===== config.mk =====
export PLATFORM = sky130hd
export DESIGN_NAME = fte_ctrl
export DESIGN_NICKNAME = d
export VERILOG_FILES = /design/src/design/fte_pkg.sv /design/src/design/fte_ctrl.sv
export SDC_FILE = /design/constraint.sdc
export NUM_CORES = 1
export LEC_CHECK = 0
export ABC_AREA = 0
export BUFFER_PORTS_ARGS = -buffer_cell sky130_fd_sc_hd__buf_4
export CAP_MARGIN = 20
export CORE_ASPECT_RATIO = 1.2
export CORE_MARGIN = 2
export CORE_UTILIZATION = 50
export CTS_BUF_LIST = sky130_fd_sc_hd__clkbuf_8
export DETAILED_ROUTE_END_ITERATION = 10
export GPL_TIMING_DRIVEN = 0
export MAX_ROUTING_LAYER = met4
export PLACE_DENSITY_LB_ADDON = 0.12
export SYNTH_ARGS = -nofsm -noshare
export SYNTH_HDL_FRONTEND = slang
export SYNTH_SLANG_ARGS = --single-unit

===== constraint.sdc =====
create_clock -name clk_i -period 1.9 [get_ports clk_i]
set_input_delay 0.095 -clock clk_i [delete_from_list [all_inputs] [get_ports clk_i]]
set_output_delay 0.095 -clock clk_i [all_outputs]
set_load 0.005 [all_outputs]

===== src/design/fte_pkg.sv =====
`timescale 1ns / 1ps
`default_nettype none
// ----------------------------------------------------------------------------
// fte_pkg
// shared types and constants of the two-electron accumulate unit
// ----------------------------------------------------------------------------
package fte_pkg;

  localparam int KIND_W = 3;
  localparam int IDX_W  = 6;
  localparam int VAL_W  = 32;
  localparam int ACC_W  = 48;
  localparam int PROD_W = 64;
  localparam int BC_W   = 7;
  localparam int STEP_W = 3;

  localparam logic [KIND_W-1:0] KIND_CLEAR    = 3'd0;
  localparam logic [KIND_W-1:0] KIND_DENSITY  = 3'd1;
  localparam logic [KIND_W-1:0] KIND_CORE     = 3'd2;
  localparam logic [KIND_W-1:0] KIND_INTEGRAL = 3'd3;
  localparam logic [KIND_W-1:0] KIND_READ     = 3'd4;

  localparam logic [STEP_W-1:0] STEP_LAST = 3'd5;
  localparam logic [BC_W-1:0]   BC_RESET  = 7'd64;

  localparam logic [4:0] SHIFT_COULOMB = 5'd22;
  localparam logic [4:0] SHIFT_EXCH    = 5'd24;

  // commands from controller to datapath
  typedef struct packed {
    logic              capture;
    logic              sweep;
    logic              dens_we;
    logic              core_we;
    logic              int_rd;
    logic              int_mul;
    logic              int_acc;
    logic              rd_a;
    logic              rd_b;
    logic              rd_g;
    logic              push;
    logic              push_err;
    logic [STEP_W-1:0] step;
  } cmd_t;

  // status from datapath to controller
  typedef struct packed {
    logic [KIND_W-1:0] kind;
    logic              bad;
    logic              sweep_last;
    logic              out_free;
  } sts_t;

endpackage
`default_nettype wire


===== src/design/fte_ctrl.sv =====
`timescale 1ns / 1ps
`default_nettype none
// ----------------------------------------------------------------------------
// fte_ctrl
// sequencer: decode, clearing sweep, six integral update steps, reads
// ----------------------------------------------------------------------------
module fte_ctrl (
  input  wire logic          clk_i,
  input  wire logic          rst_ni,
  input  wire logic          in_valid_i,
  output logic               in_stall_o,
  input  wire fte_pkg::sts_t sts_i,
  output fte_pkg::cmd_t      cmd_o
);

  typedef enum logic [10:0] {
    ST_IDLE    = 11'b000_0000_0001,
    ST_DECODE  = 11'b000_0000_0010,
    ST_CLEAR   = 11'b000_0000_0100,
    ST_INT_RD  = 11'b000_0000_1000,
    ST_INT_MUL = 11'b000_0001_0000,
    ST_INT_ACC = 11'b000_0010_0000,
    ST_RD_A    = 11'b000_0100_0000,
    ST_RD_B    = 11'b000_1000_0000,
    ST_RD_G    = 11'b001_0000_0000,
    ST_RD_OUT  = 11'b010_0000_0000,
    ST_ERR_OUT = 11'b100_0000_0000
  } state_e;

  state_e                      state_q, state_d;
  logic [fte_pkg::STEP_W-1:0]  step_q, step_d;

  always_ff @(posedge clk_i or negedge rst_ni) begin
    if (!rst_ni) begin
      state_q <= ST_CLEAR;
      step_q  <= '0;
    end else begin
      state_q <= state_d;
      step_q  <= step_d;
    end
  end

  assign in_stall_o = (state_q != ST_IDLE);

  always_comb begin
    state_d    = state_q;
    step_d     = step_q;
    cmd_o      = '0;
    cmd_o.step = step_q;
    unique case (state_q)
      ST_IDLE: begin
        if (in_valid_i) begin
          cmd_o.capture = 1'b1;
          state_d       = ST_DECODE;
        end
      end
      ST_DECODE: begin
        step_d = '0;
        unique case (sts_i.kind)
          fte_pkg::KIND_CLEAR: state_d = ST_CLEAR;
          fte_pkg::KIND_DENSITY: begin
            cmd_o.dens_we = !sts_i.bad;
            state_d       = sts_i.bad ? ST_ERR_OUT : ST_IDLE;
          end
          fte_pkg::KIND_CORE: begin
            cmd_o.core_we = !sts_i.bad;
            state_d       = sts_i.bad ? ST_ERR_OUT : ST_IDLE;
          end
          fte_pkg::KIND_INTEGRAL: state_d = sts_i.bad ? ST_ERR_OUT : ST_INT_RD;
          fte_pkg::KIND_READ:     state_d = sts_i.bad ? ST_ERR_OUT : ST_RD_A;
          default:                state_d = ST_IDLE;
        endcase
      end
      ST_CLEAR: begin
        cmd_o.sweep = 1'b1;
        if (sts_i.sweep_last) begin
          state_d = ST_IDLE;
        end
      end
      ST_INT_RD: begin
        cmd_o.int_rd = 1'b1;
        state_d      = ST_INT_MUL;
      end
      ST_INT_MUL: begin
        cmd_o.int_mul = 1'b1;
        state_d       = ST_INT_ACC;
      end
      ST_INT_ACC: begin
        cmd_o.int_acc = 1'b1;
        if (step_q == fte_pkg::STEP_LAST) begin
          state_d = ST_IDLE;
        end else begin
          step_d  = step_q + 1'b1;
          state_d = ST_INT_RD;
        end
      end
      ST_RD_A: begin
        cmd_o.rd_a = 1'b1;
        state_d    = ST_RD_B;
      end
      ST_RD_B: begin
        cmd_o.rd_b = 1'b1;
        state_d    = ST_RD_G;
      end
      ST_RD_G: begin
        cmd_o.rd_g = 1'b1;
        state_d    = ST_RD_OUT;
      end
      ST_RD_OUT: begin
        if (sts_i.out_free) begin
          cmd_o.push = 1'b1;
          state_d    = ST_IDLE;
        end
      end
      ST_ERR_OUT: begin
        if (sts_i.out_free) begin
          cmd_o.push_err = 1'b1;
          state_d        = ST_IDLE;
        end
      end
      default: state_d = ST_IDLE;
    endcase
  end

endmodule
`default_nettype wire


# Word level (Yosys, flattened, before mapping)

Cells that the tools add are included.

Add/subtract/negate cells: 1
Equality and inequality tests: 21
Multiplexer cells: 26
Reduce and logical (&&, ||, !) cells: 7

Operators with widths:

| kind                   | number |
|---|---|
| $pmux W11 S10          | 1 |
| $mux W11               | 6 |
| $pmux W11 S4           | 1 |
| $mux W1                | 14 |
| $eq A11 B1 Y1 const B  | 1 |
| $eq A11 B10 Y1 const B | 1 |
| $eq A11 B11 Y1 const B | 1 |
| $eq A11 B2 Y1 const B  | 1 |
| $eq A11 B3 Y1 const B  | 1 |
| $eq A11 B4 Y1 const B  | 1 |
| $eq A11 B5 Y1 const B  | 1 |
| $eq A11 B6 Y1 const B  | 1 |
| $eq A11 B7 Y1 const B  | 1 |
| $eq A11 B8 Y1 const B  | 1 |
| $eq A11 B9 Y1 const B  | 1 |
| $ne A11 B1 Y1 const B  | 1 |
| $eq A3 B2 Y1 const B   | 2 |
| $eq A3 B3 Y1 const B   | 2 |
| $ne A2 B2 Y1 const B   | 3 |
| $pmux W3 S2            | 1 |
| $mux W4                | 1 |
| $reduce_or A2 Y1       | 2 |
| $add A3 B1 Y3 const B  | 1 |
| $eq A3 B1 Y1 const B   | 1 |
| other kinds (8)        | 8 |

Bits in registers: 14
Bits of input ports: 9
Output and inout bits: 16
Logic and storage cells: 57

# Logic depth before layout (Yosys ltp)

Depth in word-level cells: 4
Gate-level depth with buffers: 7
Gate-level depth less buffers: 6

# Least setup slack after synthesis

OpenSTA, ideal clock, no wires.

Path kind: reg-to-reg
From: register state_q[0]
To: register step_q[2] (netlist bit)
Library setup time: 0.119 ns
Data arrival time: 1.471 ns
Required time: 1.781 ns
Path slack: 0.310 ns
Cell stages (with the launch flop): 7
Buffers on the path: 0
Clock period less this slack: 1.590 ns
Cell sequence: dfrtp_1 -> nor4_4 -> nand4_1 -> inv_2 -> nand3_1 -> xnor2_1 -> and2_1

Word-level cells in the longest chain between the ends: 3
Elaborated cells between the ends (all ways): 6
Classes of those cells: eq/ne (3); mux (1); reduce/logical (2)

Ends and longest elaborated chain:

| what                                                         | RTL line       | text |
|---|---|---|
| from (decl)                                                  | fte_ctrl.sv:30 | `state_e state_q, state_d;` |
| from (signal assigned)                                       | fte_ctrl.sv:38 | `state_q <= state_d;` |
| $eq A11 B6 Y1 or $eq A11 B2 Y1 (tied branches)               | fte_ctrl.sv:50 | `unique case (state_q)` |
| $ne A2 B2 Y1 (no line) or $reduce_bool A2 Y1 (tied branches) | n/a            |  |
| $reduce_and A2 Y1 (no line)                                  | n/a            |  |
| to (signal assigned)                                         | fte_ctrl.sv:39 | `step_q <= step_d;` |
| to (decl)                                                    | fte_ctrl.sv:31 | `logic [fte_pkg::STEP_W-1:0] step_q, step_d;` |

Several ways; a longest one is shown, not always the timed one.
A chain may end at the register's enable or synchronous reset.

==> results.toml <==
[run_status]
status = "completed"

[setup_path]
cp_top_family = "simple AND/OR/NAND/NOR gates"
cp.buffers_inverters = 1
path_cells = "nor4b_4, nand3_4, or3_4, nor3b_2, buf_4"
start_kind = "register"
critical_path.max_stage_delay_ns = 0.45
cp.arrival_ns = 1.80
slowest_stage = "dfrtp_2"
crit_required_ns = 1.80
crit_fanout = 4
reg2reg_slack_ns = 0.13
path_class = "reg2out"
cp-end-kind = "output pin"

[clocking]
clockRootBuffer = "clkbuf_8"
cts_max_level = 1
cts.reportedPaths.clkPinSlew_ns = 0.06
clockBufferDepth = 2
tritoncts = "done"
cts.sinks = 14
cts_inserted_buffers = 3
clkLatencyLatePin_ns = 0.25

[power_and_ir_drop]
combPwrFrac_pct = 39.9
internal_power_mw = 0.695
p_per_area_nw_per_um2 = 778
switching_power_mw = 0.349
swShare_pct = 33.4
clockPowerShare_pct = 24.5
ir_worst_vdd_uv = 619
leakage_nw = 0.616
power_frac_seq_pct = 35.6

[grt]
grt_max_degree = 15
grt_pass1_vias = 826
grt.total_usage_pct = 22.1
overflow = 0
grt_pass1_wl_microns = 3540
antenna_found_initial = 0

[floorplan]
start_util_pct = 52.7
core_sq_um = 1850
die-area_sq_um = 2320
num_rows = 17
die_x_microns = 44.3
die_h_microns = 52.4
io_pins = 25

[yosys]
synthFlopType = "dfrtp_1"
synth.avg_cell_area_sq_um = 9.86
ys_seq_area_share_pct = 36.0
synth-edff-count = 0
synth-seq-cells = 14
ys.warnings.count = 0
syn_nets = 110
synthesis.area_sq_um = 976
synthCells = 99
async_flop_share_pct = 100
synth.distinct_cells = 44

[placed_design]
io_buffers = 24
place_area_sq_um = 1180
gp_congestion = 0.817
dp_hpwl_microns = 1500

[layout]
final_cell_mix = "buf_4, nand2_1, dfrtp_2"
drive_gt1_share_pct = 47.4
layout_commonest_cell = "buf_4"
fin_area_sq_um = 1340
layout.nets = 147
area_growth_pct = 37.6
diodes = 0
num-fill-cells = 142

[timing]
fmax_mhz = 528
maxSlewViolCount = 0
worst_slew_pin_slew_ns = 0.585
whs_ns = 0.00864
slew_headroom_pct = 60.4
clock-skew-final_ns = 0.00437
rsz0062_at_grt = "yes"
timing.final.hold_violations = 0
period_needed_ns = 1.89
finalCritPeriodShare_pct = 99.6
setup_violations = 0

[route]
drtIter0Drc = 9
vias_per_cell = 5.92
ant_nets = 0
drt-total-wl_microns = 2270
wl_per_cell_microns = 14.8
drc = 0
first_pass_iters = 5
vias = 912

[min_path]
hold_path.class = "in2reg"

[job]
cap_viol_max_count = 0
-- cell families (layout without fill, tap and decap cells) --
family,after synthesis,after routing,synth area share (%)
compound gates,17,17,11.0
mux,1,1,1.03
flops,14,14,36.0
fa+ha+maj,2,2,2.56
simple gates,50,50,40.6
xor+xnor,5,5,4.49
buf+inv,10,46,4.23
-- worst paths after layout --
path | startpoint | end | cells after the start
setup / recovery | state_q[0] | cmd_o[11] | 5
hold / removal | sts_i[1] | state_q[2] | 2
setup reg to reg | state_q[1] | step_q[2] | 7
hold reg to reg | step_q[0] | step_q[0] | 1
max in group asynchronous | rst_ni | state_q[2] | 2
min in group asynchronous | rst_ni | step_q[0] | 2
-- synth_stat cells (2+ instances only) --
cell type / instances / area [sq um]
a21oi_1: 2 / 10.0
and4_1: 2 / 17.5
clkbuf_1: 3 / 11.3
buf_2: 2 / 10.0
o21ai_0: 5 / 25.0
ha_1: 2 / 25.0
nor3b_1: 2 / 15.0
nand3_1: 2 / 10.0
nand4_1: 2 / 12.5
o21ai_1: 2 / 10.0
nor2b_1: 2 / 12.5
xnor2_1: 2 / 17.5
and4_2: 2 / 20.0
nand3_2: 2 / 20.0
inv_1: 3 / 11.3
nand2_1: 9 / 33.8
nor4b_1: 6 / 52.6
and3_1: 2 / 12.5
xor2_1: 3 / 26.3
nor4_4: 2 / 42.5
nor2_1: 5 / 18.8
nor3b_2: 2 / 25.0
dfrtp_1: 13 / 325
a21o_1: 2 / 15.0
-- power groups by stage --
stage	registers [mW]	clock network, mW	logic (mW)
2_1_floorplan	0.369	0	0.213
3_3_place_gp	0.375	0	0.297
3_5_place_dp	0.379	0	0.306
4_1_cts	0.373	0.258	0.362
5_1_grt	0.374	0.274	0.454
6_report	0.372	0.255	0.417
-- cell type report --
type / count / area, sq um / area share, %
timing repair buffer: 37 / 284 / 21.2
tap: 19 / 23.8 / 1.77
multi-input combinational: 75 / 606 / 45.1
sequential: 14 / 362 / 26.9
clock inverter: 1 / 3.75 / 0.280
clock buffer: 3 / 41.3 / 3.08
buffer: 1 / 7.51 / 0.559
inverter: 4 / 15.0 / 1.12
-- sequential cells by signal (all words and copies together) (netlist names) --
| signal | flops |
|---|---|
| state_q | 11 |
| step_q | 3 |
-- stage by stage --
stage | TNS (ns) | cells | util, % | setup WS [ns] | power [mW]
after floorplan | 0 | 99 | - | 0.310 | 0.583
after global placement | 0 | 142 | 63.8 | 0.0787 | 0.672
after detailed placement | 0 | 142 | 63.8 | 0.0497 | 0.684
after CTS | -0.0158 | 150 | 69.4 | -0.0115 | 0.994
after global routing | -0.155 | 154 | 72.5 | -0.0718 | 1.10
final | 0 | 154 | 72.5 | 0.00684 | 1.04
-- metal layers --
layer	wire length [microns]	global-route usage, %	part of all wire [%]	vias to the layer above
li1	-	-	-	441
met1	1010	25.4	44	443
met2	1120	34.6	49	21
met3	87	4.83	3.8	7
met4	61	14.1	2.7	0
met5	0	-	0	-
-- repair_timing --
action / CTS / global route
endpoints found under the setup margin: 5 / 9
gates resized for setup: 5 / 9
endpoints found under the hold margin: 14 / 0
pin swaps: 5 / 5
setup buffers: 7 / 5
hold buffers: 1 / 0
Power figures use the tool's default switching activity.
